## src/design/lpr_pkg.sv

```systemverilog
// Shared types, constants and helpers for the LRU page replacement core.
package lpr_pkg;

   // Field widths fixed by the interface.
   localparam int PAGE_W    = 19;
   localparam int STAMP_W   = 32;
   localparam int CNT_W     = 32;
   localparam int SHIFT_W   = 4;
   localparam int LIMIT_W   = 7;
   localparam int FIDX_W    = 6;

   // One frame table entry: dirty, page number, last-use stamp.
   localparam int ENTRY_W   = 1 + PAGE_W + STAMP_W;
   localparam int ENT_DIRTY = ENTRY_W - 1;
   localparam int ENT_PAGE  = STAMP_W;

   // Defaults for the top level parameters.
   localparam int FRAMES_DEF    = 64;
   localparam int ADDR_BITS_DEF = 27;

   // Page shift limits and counter saturation value.
   localparam logic [SHIFT_W-1:0] MIN_SHIFT = 4'd8;
   localparam logic [SHIFT_W-1:0] MAX_SHIFT = 4'd13;
   localparam logic [CNT_W-1:0]   CNT_MAX   = '1;

   // Register file layout.
   localparam int CSR_ADDR_W = 3;
   localparam int CSR_DATA_W = 32;
   localparam logic REG_PAGE_SHIFT    = 1'b0;
   localparam logic REG_FRAMES_IN_USE = 1'b1;
   localparam logic [SHIFT_W-1:0] PAGE_SHIFT_RST    = 4'd8;
   localparam logic [LIMIT_W-1:0] FRAMES_IN_USE_RST = 7'd64;

   // Configuration as seen by the engine.
   typedef struct packed {
      logic [SHIFT_W-1:0] page_shift;
      logic [LIMIT_W-1:0] frames_in_use;
   } lpr_cfg_type;

   // One result item.
   typedef struct packed {
      logic               fault;
      logic               replaced;
      logic               flushed;
      logic [PAGE_W-1:0]  victim_page;
      logic [FIDX_W-1:0]  frame_index;
      logic [CNT_W-1:0]   reference_count;
      logic [CNT_W-1:0]   fault_count;
      logic [CNT_W-1:0]   replacement_count;
      logic [CNT_W-1:0]   flush_count;
   } lpr_rsp_type;

   // Saturating increment for the statistics counters.
   function automatic logic [CNT_W-1:0] sat_inc(input logic [CNT_W-1:0] v);
      return (v == CNT_MAX) ? v : v + 1'b1;
   endfunction

endpackage

```

## src/design/lpr_frame_mem.sv

```systemverilog
// Frame table memory: one write port and one registered read port.
module lpr_frame_mem #(
   parameter int DEPTH = lpr_pkg::FRAMES_DEF,
   localparam int IDX_W = (DEPTH > 1) ? $clog2(DEPTH) : 1
) (
   input  logic                        clock,
   input  logic                        wr_en,
   input  logic [IDX_W-1:0]            wr_addr,
   input  logic [lpr_pkg::ENTRY_W-1:0] wr_data,
   input  logic                        rd_en,
   input  logic [IDX_W-1:0]            rd_addr,
   output logic [lpr_pkg::ENTRY_W-1:0] rd_data
);
   import lpr_pkg::*;

   logic [ENTRY_W-1:0] ram [DEPTH];
   logic [ENTRY_W-1:0] rd_data_ff;

   // Write port.
   always_ff @(posedge clock) begin
      if (wr_en) begin
         ram[wr_addr] <= wr_data;
      end
   end

   // Registered read port.
   always_ff @(posedge clock) begin
      if (rd_en) begin
         rd_data_ff <= ram[rd_addr];
      end
   end

   assign rd_data = rd_data_ff;

endmodule

```

## src/design/lpr_csr.sv

```systemverilog
// Configuration registers behind an APB-style port.
module lpr_csr (
   input  logic                           clock,
   input  logic                           reset,
   input  logic                           csr_psel,
   input  logic                           csr_penable,
   input  logic                           csr_pwrite,
   input  logic [lpr_pkg::CSR_ADDR_W-1:0] csr_paddr,
   input  logic [lpr_pkg::CSR_DATA_W-1:0] csr_pwdata,
   output logic [lpr_pkg::CSR_DATA_W-1:0] csr_prdata,
   output logic                           csr_pready,
   output lpr_pkg::lpr_cfg_type           cfg
);
   import lpr_pkg::*;

   logic [SHIFT_W-1:0] page_shift_ff;
   logic [LIMIT_W-1:0] frames_in_use_ff;
   logic               reg_sel;
   logic               wr_strobe;

   // Registers are word aligned, so the word address picks one.
   assign reg_sel    = csr_paddr[2];
   assign wr_strobe  = csr_psel && csr_penable && csr_pwrite;
   assign csr_pready = 1'b1;

   // Register writes complete in the access cycle.
   always_ff @(posedge clock) begin
      if (reset) begin
         page_shift_ff    <= PAGE_SHIFT_RST;
         frames_in_use_ff <= FRAMES_IN_USE_RST;
      end else if (wr_strobe) begin
         unique case (reg_sel)
            REG_PAGE_SHIFT:    page_shift_ff    <= csr_pwdata[SHIFT_W-1:0];
            REG_FRAMES_IN_USE: frames_in_use_ff <= csr_pwdata[LIMIT_W-1:0];
            default:           page_shift_ff    <= page_shift_ff;
         endcase
      end
   end

   // Read data mux.
   always_comb begin
      unique case (reg_sel)
         REG_PAGE_SHIFT:    csr_prdata = CSR_DATA_W'(page_shift_ff);
         REG_FRAMES_IN_USE: csr_prdata = CSR_DATA_W'(frames_in_use_ff);
         default:           csr_prdata = '0;
      endcase
   end

   assign cfg.page_shift    = page_shift_ff;
   assign cfg.frames_in_use = frames_in_use_ff;

endmodule

```

## src/design/lpr_engine.sv

```systemverilog
// Lookup, oldest-stamp search and update sequencer over the frame table memory.
module lpr_engine #(
   parameter int FRAMES    = lpr_pkg::FRAMES_DEF,
   parameter int ADDR_BITS = lpr_pkg::ADDR_BITS_DEF,
   localparam int IDX_W = (FRAMES > 1) ? $clog2(FRAMES) : 1
) (
   input  logic                        clock,
   input  logic                        reset,
   input  lpr_pkg::lpr_cfg_type        cfg,
   input  logic                        req_valid,
   output logic                        req_stall,
   input  logic [ADDR_BITS-1:0]        req_address,
   input  logic                        out_free,
   output logic                        push,
   output lpr_pkg::lpr_rsp_type        rsp,
   output logic                        mem_rd_en,
   output logic [IDX_W-1:0]            mem_rd_addr,
   input  logic [lpr_pkg::ENTRY_W-1:0] mem_rd_data,
   output logic                        mem_wr_en,
   output logic [IDX_W-1:0]            mem_wr_addr,
   output logic [lpr_pkg::ENTRY_W-1:0] mem_wr_data
);
   import lpr_pkg::*;

   localparam int FILL_W = $clog2(FRAMES + 1);
   localparam int LIM_W  = (FILL_W > LIMIT_W) ? FILL_W : LIMIT_W;
   localparam int EXT_W  = ADDR_BITS + PAGE_W;

   localparam logic [1:0] ST_IDLE   = 2'd0;
   localparam logic [1:0] ST_SCAN   = 2'd1;
   localparam logic [1:0] ST_DECIDE = 2'd2;

   // Control state.
   logic [1:0]        state_ff;
   logic [FILL_W-1:0] issue_ff;
   logic              rd_vld_ff;
   logic              hit_ff;
   logic              found_ff;
   logic [FILL_W-1:0] filled_ff;
   logic [CNT_W-1:0]  ref_cnt_ff;
   logic [CNT_W-1:0]  fault_cnt_ff;
   logic [CNT_W-1:0]  repl_cnt_ff;
   logic [CNT_W-1:0]  flush_cnt_ff;

   // Per-reference working data.
   logic [PAGE_W-1:0]  page_ff;
   logic               wr_ff;
   logic [STAMP_W-1:0] stamp_ff;
   logic [IDX_W-1:0]   rd_idx_ff;
   logic [IDX_W-1:0]   hit_slot_ff;
   logic               hit_dirty_ff;
   logic [STAMP_W-1:0] old_stamp_ff;
   logic [IDX_W-1:0]   old_slot_ff;
   logic [PAGE_W-1:0]  old_page_ff;
   logic               old_dirty_ff;

   logic [SHIFT_W-1:0] eff_shift;
   logic [EXT_W-1:0]   addr_ext;
   logic [PAGE_W-1:0]  page_new;
   logic [LIM_W-1:0]   lim_raw;
   logic [LIM_W-1:0]   eff_limit;
   logic               scan_more;
   logic               ent_dirty;
   logic [PAGE_W-1:0]  ent_page;
   logic [STAMP_W-1:0] ent_stamp;
   logic               match;
   logic               older;
   logic               fill;
   logic               replace;
   logic               flush;
   logic [IDX_W-1:0]   slot;
   logic [CNT_W-1:0]   ref_next;
   logic [CNT_W-1:0]   fault_next;
   logic [CNT_W-1:0]   repl_next;
   logic [CNT_W-1:0]   flush_next;

   // Clamp the page shift and derive the page number of a new reference.
   always_comb begin
      if (cfg.page_shift < MIN_SHIFT) begin
         eff_shift = MIN_SHIFT;
      end else if (cfg.page_shift > MAX_SHIFT) begin
         eff_shift = MAX_SHIFT;
      end else begin
         eff_shift = cfg.page_shift;
      end
   end

   assign addr_ext = EXT_W'(req_address);
   assign page_new = PAGE_W'(addr_ext >> eff_shift);

   // Clamp the frame limit to 1..FRAMES.
   assign lim_raw = LIM_W'(cfg.frames_in_use);
   always_comb begin
      if (lim_raw == '0) begin
         eff_limit = LIM_W'(1);
      end else if (lim_raw > LIM_W'(FRAMES)) begin
         eff_limit = LIM_W'(FRAMES);
      end else begin
         eff_limit = lim_raw;
      end
   end

   // One reference is in work at a time.
   assign req_stall = (state_ff != ST_IDLE);

   // Scan issues one read per filled frame; filled frames are exactly the valid ones.
   assign scan_more   = (issue_ff < filled_ff);
   assign mem_rd_en   = (state_ff == ST_SCAN) && scan_more;
   assign mem_rd_addr = issue_ff[IDX_W-1:0];

   assign ent_dirty = mem_rd_data[ENT_DIRTY];
   assign ent_page  = mem_rd_data[ENT_PAGE +: PAGE_W];
   assign ent_stamp = mem_rd_data[STAMP_W-1:0];

   // The first match wins; on equal stamps the lower frame is kept.
   assign match = rd_vld_ff && !hit_ff && (ent_page == page_ff);
   assign older = rd_vld_ff && (!found_ff || (ent_stamp < old_stamp_ff));

   // Decision at the end of the scan.
   assign fill    = !hit_ff && (LIM_W'(filled_ff) < eff_limit);
   assign replace = !hit_ff && !fill;
   assign flush   = replace && old_dirty_ff;

   always_comb begin
      priority if (hit_ff) begin
         slot = hit_slot_ff;
      end else if (fill) begin
         slot = filled_ff[IDX_W-1:0];
      end else begin
         slot = old_slot_ff;
      end
   end

   assign push        = (state_ff == ST_DECIDE) && out_free;
   assign mem_wr_en   = push;
   assign mem_wr_addr = slot;
   assign mem_wr_data = {(hit_ff ? (hit_dirty_ff | wr_ff) : wr_ff), page_ff, stamp_ff};

   // Counter values after this reference.
   assign ref_next   = sat_inc(ref_cnt_ff);
   assign fault_next = hit_ff  ? fault_cnt_ff : sat_inc(fault_cnt_ff);
   assign repl_next  = replace ? sat_inc(repl_cnt_ff) : repl_cnt_ff;
   assign flush_next = flush   ? sat_inc(flush_cnt_ff) : flush_cnt_ff;

   // Result item.
   assign rsp.fault             = !hit_ff;
   assign rsp.replaced          = replace;
   assign rsp.flushed           = flush;
   assign rsp.victim_page       = replace ? old_page_ff : '0;
   assign rsp.frame_index       = FIDX_W'(slot);
   assign rsp.reference_count   = ref_next;
   assign rsp.fault_count       = fault_next;
   assign rsp.replacement_count = repl_next;
   assign rsp.flush_count       = flush_next;

   // Sequencer and statistics.
   always_ff @(posedge clock) begin
      if (reset) begin
         state_ff     <= ST_IDLE;
         issue_ff     <= '0;
         rd_vld_ff    <= 1'b0;
         hit_ff       <= 1'b0;
         found_ff     <= 1'b0;
         filled_ff    <= '0;
         ref_cnt_ff   <= '0;
         fault_cnt_ff <= '0;
         repl_cnt_ff  <= '0;
         flush_cnt_ff <= '0;
      end else begin
         unique case (state_ff)
            ST_IDLE: begin
               if (req_valid) begin
                  issue_ff <= '0;
                  hit_ff   <= 1'b0;
                  found_ff <= 1'b0;
                  state_ff <= ST_SCAN;
               end
            end
            ST_SCAN: begin
               rd_vld_ff <= scan_more;
               if (scan_more) begin
                  issue_ff <= FILL_W'(issue_ff + 1'b1);
               end
               if (match) begin
                  hit_ff <= 1'b1;
               end
               if (older) begin
                  found_ff <= 1'b1;
               end
               if (!scan_more && !rd_vld_ff) begin
                  state_ff <= ST_DECIDE;
               end
            end
            ST_DECIDE: begin
               if (out_free) begin
                  if (fill) begin
                     filled_ff <= FILL_W'(filled_ff + 1'b1);
                  end
                  ref_cnt_ff   <= ref_next;
                  fault_cnt_ff <= fault_next;
                  repl_cnt_ff  <= repl_next;
                  flush_cnt_ff <= flush_next;
                  state_ff     <= ST_IDLE;
               end
            end
            default: begin
               state_ff <= ST_IDLE;
            end
         endcase
      end
   end

   // Working data for the reference in flight.
   always_ff @(posedge clock) begin
      if ((state_ff == ST_IDLE) && req_valid) begin
         page_ff  <= page_new;
         wr_ff    <= req_address[0];
         stamp_ff <= ref_cnt_ff;
      end
      rd_idx_ff <= issue_ff[IDX_W-1:0];
      if (match) begin
         hit_slot_ff  <= rd_idx_ff;
         hit_dirty_ff <= ent_dirty;
      end
      if (older) begin
         old_stamp_ff <= ent_stamp;
         old_slot_ff  <= rd_idx_ff;
         old_page_ff  <= ent_page;
         old_dirty_ff <= ent_dirty;
      end
   end

   // The fill count never passes the table size.
   assert property (@(posedge clock) disable iff (reset)
      filled_ff <= FILL_W'(FRAMES))
      else $error("frame fill count exceeds table size");

   // Faults and flushes never outrun the counts they are part of.
   assert property (@(posedge clock) disable iff (reset)
      (fault_cnt_ff <= ref_cnt_ff) && (flush_cnt_ff <= repl_cnt_ff))
      else $error("statistics counters out of order");

   // Read data only arrives while scanning.
   assert property (@(posedge clock) disable iff (reset)
      rd_vld_ff |-> (state_ff == ST_SCAN))
      else $error("frame read outside of scan");

   // An eviction always has a candidate from the scan.
   assert property (@(posedge clock) disable iff (reset)
      (push && replace) |-> found_ff)
      else $error("eviction without an oldest frame");

endmodule

```

## src/design/lru_page_replacement_core.sv

```systemverilog
// Top level of the LRU page replacement core.
//
//  Channel  Direction  Handshake                 Payload
//  req      in         req_valid / req_stall     req_reference_address
//  rsp      out        rsp_valid / rsp_stall     fault .. flush_count
//  csr      in/out     APB psel/penable/pready   page_shift, frames_in_use
//
// A reference is scanned after its transfer with one memory read per filled frame, for
// lookup and oldest-stamp search, then the chosen frame is written as the result
// register is loaded. The next transfer is taken once the engine is idle again.
// Reset clears the fill count and counters; frames need no clearing.
// The result register lets the next reference be taken while a result waits; a
// stalled result holds the final write until the register frees up.
module lru_page_replacement_core #(
   parameter int FRAMES    = lpr_pkg::FRAMES_DEF,
   parameter int ADDR_BITS = lpr_pkg::ADDR_BITS_DEF
) (
   input  logic                           clock,
   input  logic                           reset,
   input  logic                           req_valid,
   output logic                           req_stall,
   input  logic [ADDR_BITS-1:0]           req_reference_address,
   output logic                           rsp_valid,
   input  logic                           rsp_stall,
   output logic                           rsp_fault,
   output logic                           rsp_replaced,
   output logic                           rsp_flushed,
   output logic [lpr_pkg::PAGE_W-1:0]     rsp_victim_page,
   output logic [lpr_pkg::FIDX_W-1:0]     rsp_frame_index,
   output logic [lpr_pkg::CNT_W-1:0]      rsp_reference_count,
   output logic [lpr_pkg::CNT_W-1:0]      rsp_fault_count,
   output logic [lpr_pkg::CNT_W-1:0]      rsp_replacement_count,
   output logic [lpr_pkg::CNT_W-1:0]      rsp_flush_count,
   input  logic                           csr_psel,
   input  logic                           csr_penable,
   input  logic                           csr_pwrite,
   input  logic [lpr_pkg::CSR_ADDR_W-1:0] csr_paddr,
   input  logic [lpr_pkg::CSR_DATA_W-1:0] csr_pwdata,
   output logic [lpr_pkg::CSR_DATA_W-1:0] csr_prdata,
   output logic                           csr_pready
);
   import lpr_pkg::*;

   localparam int IDX_W = (FRAMES > 1) ? $clog2(FRAMES) : 1;

   lpr_cfg_type        cfg;
   lpr_rsp_type        eng_rsp;
   logic               push;
   logic               out_free;
   logic               mem_rd_en;
   logic [IDX_W-1:0]   mem_rd_addr;
   logic [ENTRY_W-1:0] mem_rd_data;
   logic               mem_wr_en;
   logic [IDX_W-1:0]   mem_wr_addr;
   logic [ENTRY_W-1:0] mem_wr_data;
   logic               rsp_valid_ff;
   lpr_rsp_type        rsp_data_ff;

   lpr_csr u_csr (
      .clock       (clock),
      .reset       (reset),
      .csr_psel    (csr_psel),
      .csr_penable (csr_penable),
      .csr_pwrite  (csr_pwrite),
      .csr_paddr   (csr_paddr),
      .csr_pwdata  (csr_pwdata),
      .csr_prdata  (csr_prdata),
      .csr_pready  (csr_pready),
      .cfg         (cfg)
   );

   lpr_frame_mem #(
      .DEPTH (FRAMES)
   ) u_frame_mem (
      .clock   (clock),
      .wr_en   (mem_wr_en),
      .wr_addr (mem_wr_addr),
      .wr_data (mem_wr_data),
      .rd_en   (mem_rd_en),
      .rd_addr (mem_rd_addr),
      .rd_data (mem_rd_data)
   );

   lpr_engine #(
      .FRAMES    (FRAMES),
      .ADDR_BITS (ADDR_BITS)
   ) u_engine (
      .clock       (clock),
      .reset       (reset),
      .cfg         (cfg),
      .req_valid   (req_valid),
      .req_stall   (req_stall),
      .req_address (req_reference_address),
      .out_free    (out_free),
      .push        (push),
      .rsp         (eng_rsp),
      .mem_rd_en   (mem_rd_en),
      .mem_rd_addr (mem_rd_addr),
      .mem_rd_data (mem_rd_data),
      .mem_wr_en   (mem_wr_en),
      .mem_wr_addr (mem_wr_addr),
      .mem_wr_data (mem_wr_data)
   );

   // The result register is free when empty or when its transfer completes now.
   assign out_free = !rsp_valid_ff || !rsp_stall;

   always_ff @(posedge clock) begin
      if (reset) begin
         rsp_valid_ff <= 1'b0;
      end else if (out_free) begin
         rsp_valid_ff <= push;
      end
   end

   always_ff @(posedge clock) begin
      if (push) begin
         rsp_data_ff <= eng_rsp;
      end
   end

   assign rsp_valid             = rsp_valid_ff;
   assign rsp_fault             = rsp_data_ff.fault;
   assign rsp_replaced          = rsp_data_ff.replaced;
   assign rsp_flushed           = rsp_data_ff.flushed;
   assign rsp_victim_page       = rsp_data_ff.victim_page;
   assign rsp_frame_index       = rsp_data_ff.frame_index;
   assign rsp_reference_count   = rsp_data_ff.reference_count;
   assign rsp_fault_count       = rsp_data_ff.fault_count;
   assign rsp_replacement_count = rsp_data_ff.replacement_count;
   assign rsp_flush_count       = rsp_data_ff.flush_count;

endmodule

```

## config.mk

```make
export PLATFORM = sky130hd
export DESIGN_NAME = lru_page_replacement_core
export DESIGN_NICKNAME = d
export VERILOG_FILES = /design/src/design/lpr_pkg.sv /design/src/design/lpr_frame_mem.sv /design/src/design/lpr_csr.sv /design/src/design/lpr_engine.sv /design/src/design/lru_page_replacement_core.sv
export SDC_FILE = /design/constraint.sdc
export NUM_CORES = 2
export LEC_CHECK = 0
export BUFFER_PORTS_ARGS = -buffer_cell sky130_fd_sc_hd__buf_2
export CORE_AREA = 3 3 500 502
export CTS_BUF_LIST = sky130_fd_sc_hd__clkbuf_8
export DETAILED_ROUTE_END_ITERATION = 10
export DIE_AREA = 0 0 503 505
export PLACE_DENSITY_LB_ADDON = 0.08
export SKIP_LAST_GASP = 1
export SYNTH_ARGS = -nofsm -noshare
export SYNTH_HDL_FRONTEND = slang
export SYNTH_SLANG_ARGS = --single-unit
export TNS_END_PERCENT = 10
```

## constraint.sdc

```tcl
create_clock -name clock -period 7.07 [get_ports clock]
set_input_delay 0.3535 -clock clock [delete_from_list [all_inputs] [get_ports clock]]
set_output_delay 0.3535 -clock clock [all_outputs]
set_load 0.05 [all_outputs]
```

# After elaboration in Yosys (flattened, before gate mapping)
# Memories as Yosys holds them, arrays and structs flattened. A register that Yosys moved wholly into a read port is not among the register bits.
# Index checks and enable logic that the tools add are counted.
# word_totals
regBits	438
ramBits	3328
input_bits	69
output_inout_bits	191
memories	1
# memory_table
name	depth	width	read_ports	rd_ports_with_merged_regs	wr	line	text
u_frame_mem.ram	64	52	1	1	1	lpr_frame_mem.sv:16	logic [ENTRY_W-1:0] ram [DEPTH];
# classes
addsub	6
n_lt_le_gt_ge	6
n_eq_ne	13
shift	1
muxes	29
n_bitwise	2
n_reduce_logical	33
# op_table
cell	n
2-to-1 mux 32 bit	7
adder 32 x 1 -> 32 bit, second input constant	4
equality test 32 bit, second input constant	4
case mux 32 bit (2 select lines)	1
< comparator 32 bit	1
2-to-1 mux 7 bit	4
right shift 27 x 4 -> 19 bit	1
equality test 19 bit	1
AND reduction 3 bit	5
adder 7 x 1 -> 7 bit, second input constant	2
< comparator 7 bit	2
case mux 7 bit (2 select lines)	1
logical AND 1 bit	12
2-to-1 mux 6 bit	2
2-to-1 mux 4 bit	2
inequality test 2 x 1 -> 1 bit, second input constant	4
greater-than comparator 7 bit, second input constant	1
zero test 1 bit	7
zero test 7 bit	1
2-to-1 mux 1 bit	6
2-to-1 mux 2 bit	3
case mux 2 bit (3 select lines)	1
AND reduction 2 bit	3
greater-than comparator 4 bit, second input constant	1
10 further kinds	14

# Depth between registers and ports, before layout
# logic_depth
word_depth	9
depth_mapped	13
depth_no_buf	11

# By module
# From an unflattened synthesis, not the netlist that was laid out.
# unflattened
cells_unflattened	7327
area_unflattened_um2	148169.6
# modules_own_cells
module	n_inst	cells_per_inst	area_each_um2	seq_area_each_um2
lpr_frame_mem	1	5410	127444.7	101497.3
lpr_engine	1	1675	15227.1	6576.3
lru_page_replacement_core	1	160	4717.0	4704.5
lpr_csr	1	82	780.7	220.2

# Least setup slack after synthesis
# No wires, ideal clock.
# synth_timing
path_kind	reg2reg
startpoint	reg u_frame_mem.rd_data_ff[17], in the netlist u_frame_mem.rd_data[17], read port of u_frame_mem.ram
endpoint	reg u_engine.old_dirty_ff (enable)
setup_time_ns	0.561
arrival_ns	5.915
t_required_ns	6.509
slack_ns	0.594
path_stages_with_launch	9
n_path_buf	0
period_less_slack_ns	6.476
path_cell_list	edfxtp_1 > ha_1 > a21oi_1 > nor2_1 > a2111oi_0 > a221oi_1 > a211oi_1 > o21ai_0 > a211oi_1
# synth_between
elab_chain_len	3
# synth_lines
item	line	text
from (decl)	lpr_frame_mem.sv:17	logic [ENTRY_W-1:0] rd_data_ff;
< comparator 32 bit	lpr_engine.sv:117	assign older = rd_vld_ff && (!found_ff || (ent_stamp < old_stamp_ff));
logical OR 1 bit	lpr_engine.sv:117	
logical AND 1 bit	lpr_engine.sv:117	
named net u_engine.older	lpr_engine.sv:67	logic older;
to (signal assigned)	lpr_engine.sv:229	old_dirty_ff <= ent_dirty;
to (decl)	lpr_engine.sv:55	logic old_dirty_ff;
# The timed path passes the listed nets, and every way through them passes these cells.
# A chain may end at the register's enable or synchronous reset.

# Final worst setup path
# layout_timing
startpoint	reg u_csr.frames_in_use_ff[6]
endpoint	mem u_frame_mem.ram[17][28] (netlist name) (enable)
# layout_between
elab_chain_len	7
elab_cells_between_ends	8
cone_classes	order compare (2); mux (4); reduce/logical (2)
# layout_lines
item	line	text
from (decl)	lpr_csr.sv:17	logic [LIMIT_W-1:0] frames_in_use_ff;
from (signal assigned)	lpr_csr.sv:34	REG_FRAMES_IN_USE: frames_in_use_ff <= csr_pwdata[LIMIT_W-1:0];
greater-than comparator 7 bit	lpr_engine.sv:96	end else if (lim_raw > LIM_W'(FRAMES)) begin
2-to-1 mux 7 bit	lpr_engine.sv:96	
2-to-1 mux 7 bit (*)	lpr_engine.sv:94	if (lim_raw == '0) begin
< comparator 7 bit (*)	lpr_engine.sv:120	assign fill = !hit_ff && (LIM_W'(filled_ff) < eff_limit);
logical AND 1 bit (*)	lpr_engine.sv:120	
2-to-1 mux 6 bit (*)	lpr_engine.sv:127	end else if (fill) begin
2-to-1 mux 6 bit (*)	lpr_engine.sv:125	priority if (hit_ff) begin
to (decl)	lpr_frame_mem.sv:16	
# Mark *: on every way between the ends. The rest lies on a longest branch, timed or not.

==> summary.md <==
| Metric | Value |
|---|---|
| Cell Chain, Critical Path | `inv_1 -> nand2_1 -> ha_1 -> nand4_1 -> o21bai_1 -> a211oi_2 -> mux2_2 -> nor3_1 -> nand4_1 -> nor2_4 -> buf_12` |
| Max Root-Sink Buffers | `4` |
| CTS tree | `built` |
| # H-tree levels | `6` |
| #FFs+latches synth | `roughly 3,800` |
| Critical Path Fanout Max | `27` |
| Routed len/inst | `around 33 um` |
| Lkg Pwr | `approximately 52 nW` |
| RR Startpoint | `u_csr.frames_in_use_ff[6]` |
| YS warnings | `0` |
| Fin. Hold Viols | `0` |
| Area growth syn-to-layout | `12.2%` |
| Final period util | `0.784` |
| Finish-stage setup viols | `0` |
| Crit. Startpoint | `u_csr.frames_in_use_ff[6]` |
| Sequential area share after synthesis | `0.766` |
| Global-route wire length before repair | `between 500 and 600 mm` |
| Commonest register cell after synthesis | `edfxtp_1` |
| Slew @ Worst Pin | `roughly 1.2 ns` |
| VDD IR-drop max | `approximately 0.21 mV` |
| Overall Global Routing Usage | `0.291` |
| Vias per Instance | `about 6.5` |
| Clock slew seen by the registers of the worst setup and hold paths | `~0.060 ns` |
| # IOs | `260` |
| CTS root buf | `clkbuf_8` |
| Post-DP HPWL | `about 200 mm` |
| Vias | `between 70,000 and 80,000` |
| HP Class | `in -> reg` |
| Post-synthesis mux area share | `0.171` |
| Core area | `between 200,000 and 250,000 um2` |
| Hold depth | `4` |
| Crit path max-delay cell type | `nor2_4` |
| CP Launch Type | `flop` |
| Cell Rows | `182` |
| Min Tclk post-route | `between 5 and 6 ns` |
| TNS Setup | `0 ns` |
| Vias in the first global route | `72,900` |
| Crit-path max cell delay | `roughly 1.1 ns` |
| Final Skew | `slightly below 0.08 ns` |
| Latest clock arrival within the worst-skew pair | `around 1.1 ns` |
| Final slew viol count | `0` |
| Status | `finished clean` |
| Worst Path Arrival | `6.27 ns` |
| Die width | `just over 500 um` |
| Cell count after synthesis | `roughly 6,600` |
| WL final | `approximately 360 mm` |
| Avg Cell Area, Syn | `roughly 22 um2` |
| Async set-reset flop share out of synthesis | `0` |
| Synth Area in Adders | `0.00415` |
| Detailed Routing Iterations Pass 1 | `6` |
| Reg2reg end | `u_frame_mem.ram[17][28]` |
| Critical path class | `reg -> reg` |
| Max Cap Viol | `0` |
| Vert. Die Dim | `505 um` |
| Layout fillers | `between 15,000 and 20,000` |
| Full die area | `~250,000 um2` |
| PortBufs | `199` |
| Hold EP | `u_csr.page_shift_ff[2]` |
| Highest Clock Rate | `180 MHz` |
| Synth cell types | `61` |
| Final RePlAce weighted congestion | `0.868` |
| Initial DRC Count | `just under 9,000` |
| Synth Cell Area | `roughly 150,000 um2` |
| Post-synth EDFFs | `roughly 3,700` |
| DRC | `0` |
| Nets | `approximately 7,600` |
| Post-DRT Antenna Nets | `0` |
| Initial antenna violation count | `10` |
| WP data required | `roughly 8 ns` |
| Post-Synth Simple-Gate Area | `0.0273` |
| Setup repair bufs after CTS | `0` |
| Post-cts sizing count | `0` |
| Cell repeated most along the worst path | `nand4_1` |
| Post-Synth XOR/XNOR Area | `0.0156` |
| RSZ-0062 raised after global routing | `false` |
| GR Overflow Total | `0` |
| Clock sink count | `approximately 3,800` |
| Flop-to-flop setup slack | `1.53 ns` |
| Crit end category | `flop` |
| Post-synthesis compound-gate area fraction | `0.00521` |
| Reg2Reg Depth | `11` |
| Max-slew headroom | `0.200` |
| Initial core utilization | `0.601` |
| HP Start | `csr_pwdata[2]` |
| Cts bufs inserted | `615` |
| Largest family of logic cells by synthesized area | `multiplexers` |
| Share of cells above drive strength 1 | `0.299` |
| Power density over the cells | `around 260 nW/um2` |
| Core Util, Final | `0.674` |
| Largest net degree at the start of global routing | `between 100 and 150` |
==> critical path, delay by kind of cell, from the launching register on <==
kind	cells	cell delay [ns]
buffers and inverters	2	0.54
adders and majority gates	1	0.31
and+or+nand+nor	5	2.58
AOI/OAI and AO/OA	2	0.82
DFF	1	0.33
muxes	1	0.48
==> routing by layer <==
metal | track usage | routed length [um]
met5 | 0 | 40
met4 | 0.0961 | 11900
met3 | 0.0573 | 33400
met2 | 0.465 | 180000
met1 | 0.411 | 139000
==> sequential cells by signal, indices dropped and copies added, names as in the netlist, 19 cells and up <==
signal                 cells
u_frame_mem.rd_data       52
u_engine.old_page_ff      19
u_engine.repl_cnt_ff      32
u_engine.flush_cnt_ff     32
u_engine.old_stamp_ff     32
u_frame_mem.ram         3328
rsp_flush_count           32
rsp_reference_count       32
u_engine.page_ff          19
rsp_victim_page           19
rsp_fault_count           32
u_engine.fault_cnt_ff     32
rsp_replacement_count     32
u_engine.stamp_ff         32
u_engine.ref_cnt_ff       32
==> stage by stage <==
| step | cells | worst slack [ns] | instance area [um2] | total power, mW | hold slack, ns |
|---|---|---|---|---|---|
| floorplan | 6672 | 0.594 | 148000 | 26.8 | 0.354 |
| finish | 11100 | 1.53 | 166000 | 43.8 | 0.130 |
| global route | 11100 | 1.36 | 166000 | 45.3 | 0.113 |
| CTS | 11100 | 1.67 | 166000 | 44.2 | 0.000626 |
| detailed placement | 9967 | 1.74 | 154000 | 27.3 | 0.415 |
| global placement | 9967 | 1.86 | 154000 | 27.3 | 0.406 |
==> final cells by class <==
type,count,area (um2),area share
inverters,66,255,0.00154
well taps,3220,4030,0.0243
flip-flops and latches,3818,113000,0.683
diodes,4,10.0,0.0000604
clock inverters,418,1920,0.0116
repair buffers,495,3980,0.0240
multi-input cells,2438,33500,0.202
clock buffers,646,8890,0.0537
==> report_power, final <==
| group | switching, mW | internal [mW] |
|---|---|---|
| clock | 8.33 | 8.62 |
| combinational | 1.21 | 0.587 |
| sequential | 0.0535 | 25.0 |
==> cell usage after synthesis (2+ instances only) <==
cell type	instances	area [um2]
edfxtp_1	3653	110000
mux4_2	1092	24600
nor2_1	269	1010
clkbuf_1	212	796
nand2_1	193	724
dfxtp_1	165	3300
xnor2_1	156	1370
xor2_1	106	928
buf_1	103	387
nand4_1	78	488
nand3_1	70	350
inv_1	63	236
nor3_1	53	265
ha_1	49	613
mux2i_1	45	450
a21oi_1	37	185
and3_1	36	225
and2_1	31	194
buf_4	28	210
o21ai_0	26	130
nor4_1	23	144
or4_1	16	120
a21o_1	13	97.6
or3_1	13	81.3
mux2_2	12	135
nand2b_1	11	68.8
and4_1	8	70.1
o21a_1	8	60.1
buf_2	7	35.0
nor4_2	7	87.6
a211oi_1	6	45.0
nor2b_1	6	37.5
a22oi_1	4	30.0
o31ai_1	4	30.0
a211o_1	3	26.3
a31oi_1	3	18.8
clkinv_1	3	11.3
nand4b_1	3	26.3
nor2_2	3	18.8
nor4b_1	3	26.3
or2_2	3	18.8
a2111oi_2	2	30.0
a22o_1	2	17.5
conb_1	2	7.51
or3_4	2	22.5
==> cell usage in the layout (no fill, tap or decap), types with 78 or more instances in the layout <==
cell type,n
nand2_1,193
buf_2,198
xnor2_1,156
clkinv_1,111
buf_4,180
xor2_1,106
clkbuf_8,646
mux4_2,1092
edfxtp_1,3653
nor2_1,204
inv_1,287
nand4_1,78
dfxtp_1,159
==> worst max-delay path by stage <==
stage	cells after the start	slack [ns]	to
2_1_floorplan	8	0.59	u_engine.old_dirty_ff
3_3_place_gp	11	1.86	u_frame_mem.ram[52][19]
3_5_place_dp	11	1.74	u_frame_mem.ram[21][26]
4_1_cts	11	1.67	u_frame_mem.ram[21][23]
5_1_grt	11	1.36	u_frame_mem.ram[20][29]
6_report	11	1.53	u_frame_mem.ram[17][28]
==> logic make-up after synthesis <==
family	Yosys count
DFF	3818
muxes	1149
and+or+nand+nor	833
buffers and inverters	416
xor gates and xnor gates	262
AOI/OAI and AO/OA	119
adders and majority gates	49
other	2
==> timing repair <==
action                                  CTS  global route
hold buffers                             70             0
hold endpoints to repair                141             0
endpoints found under the setup margin    0             0
(Power assumes the default switching activity.)
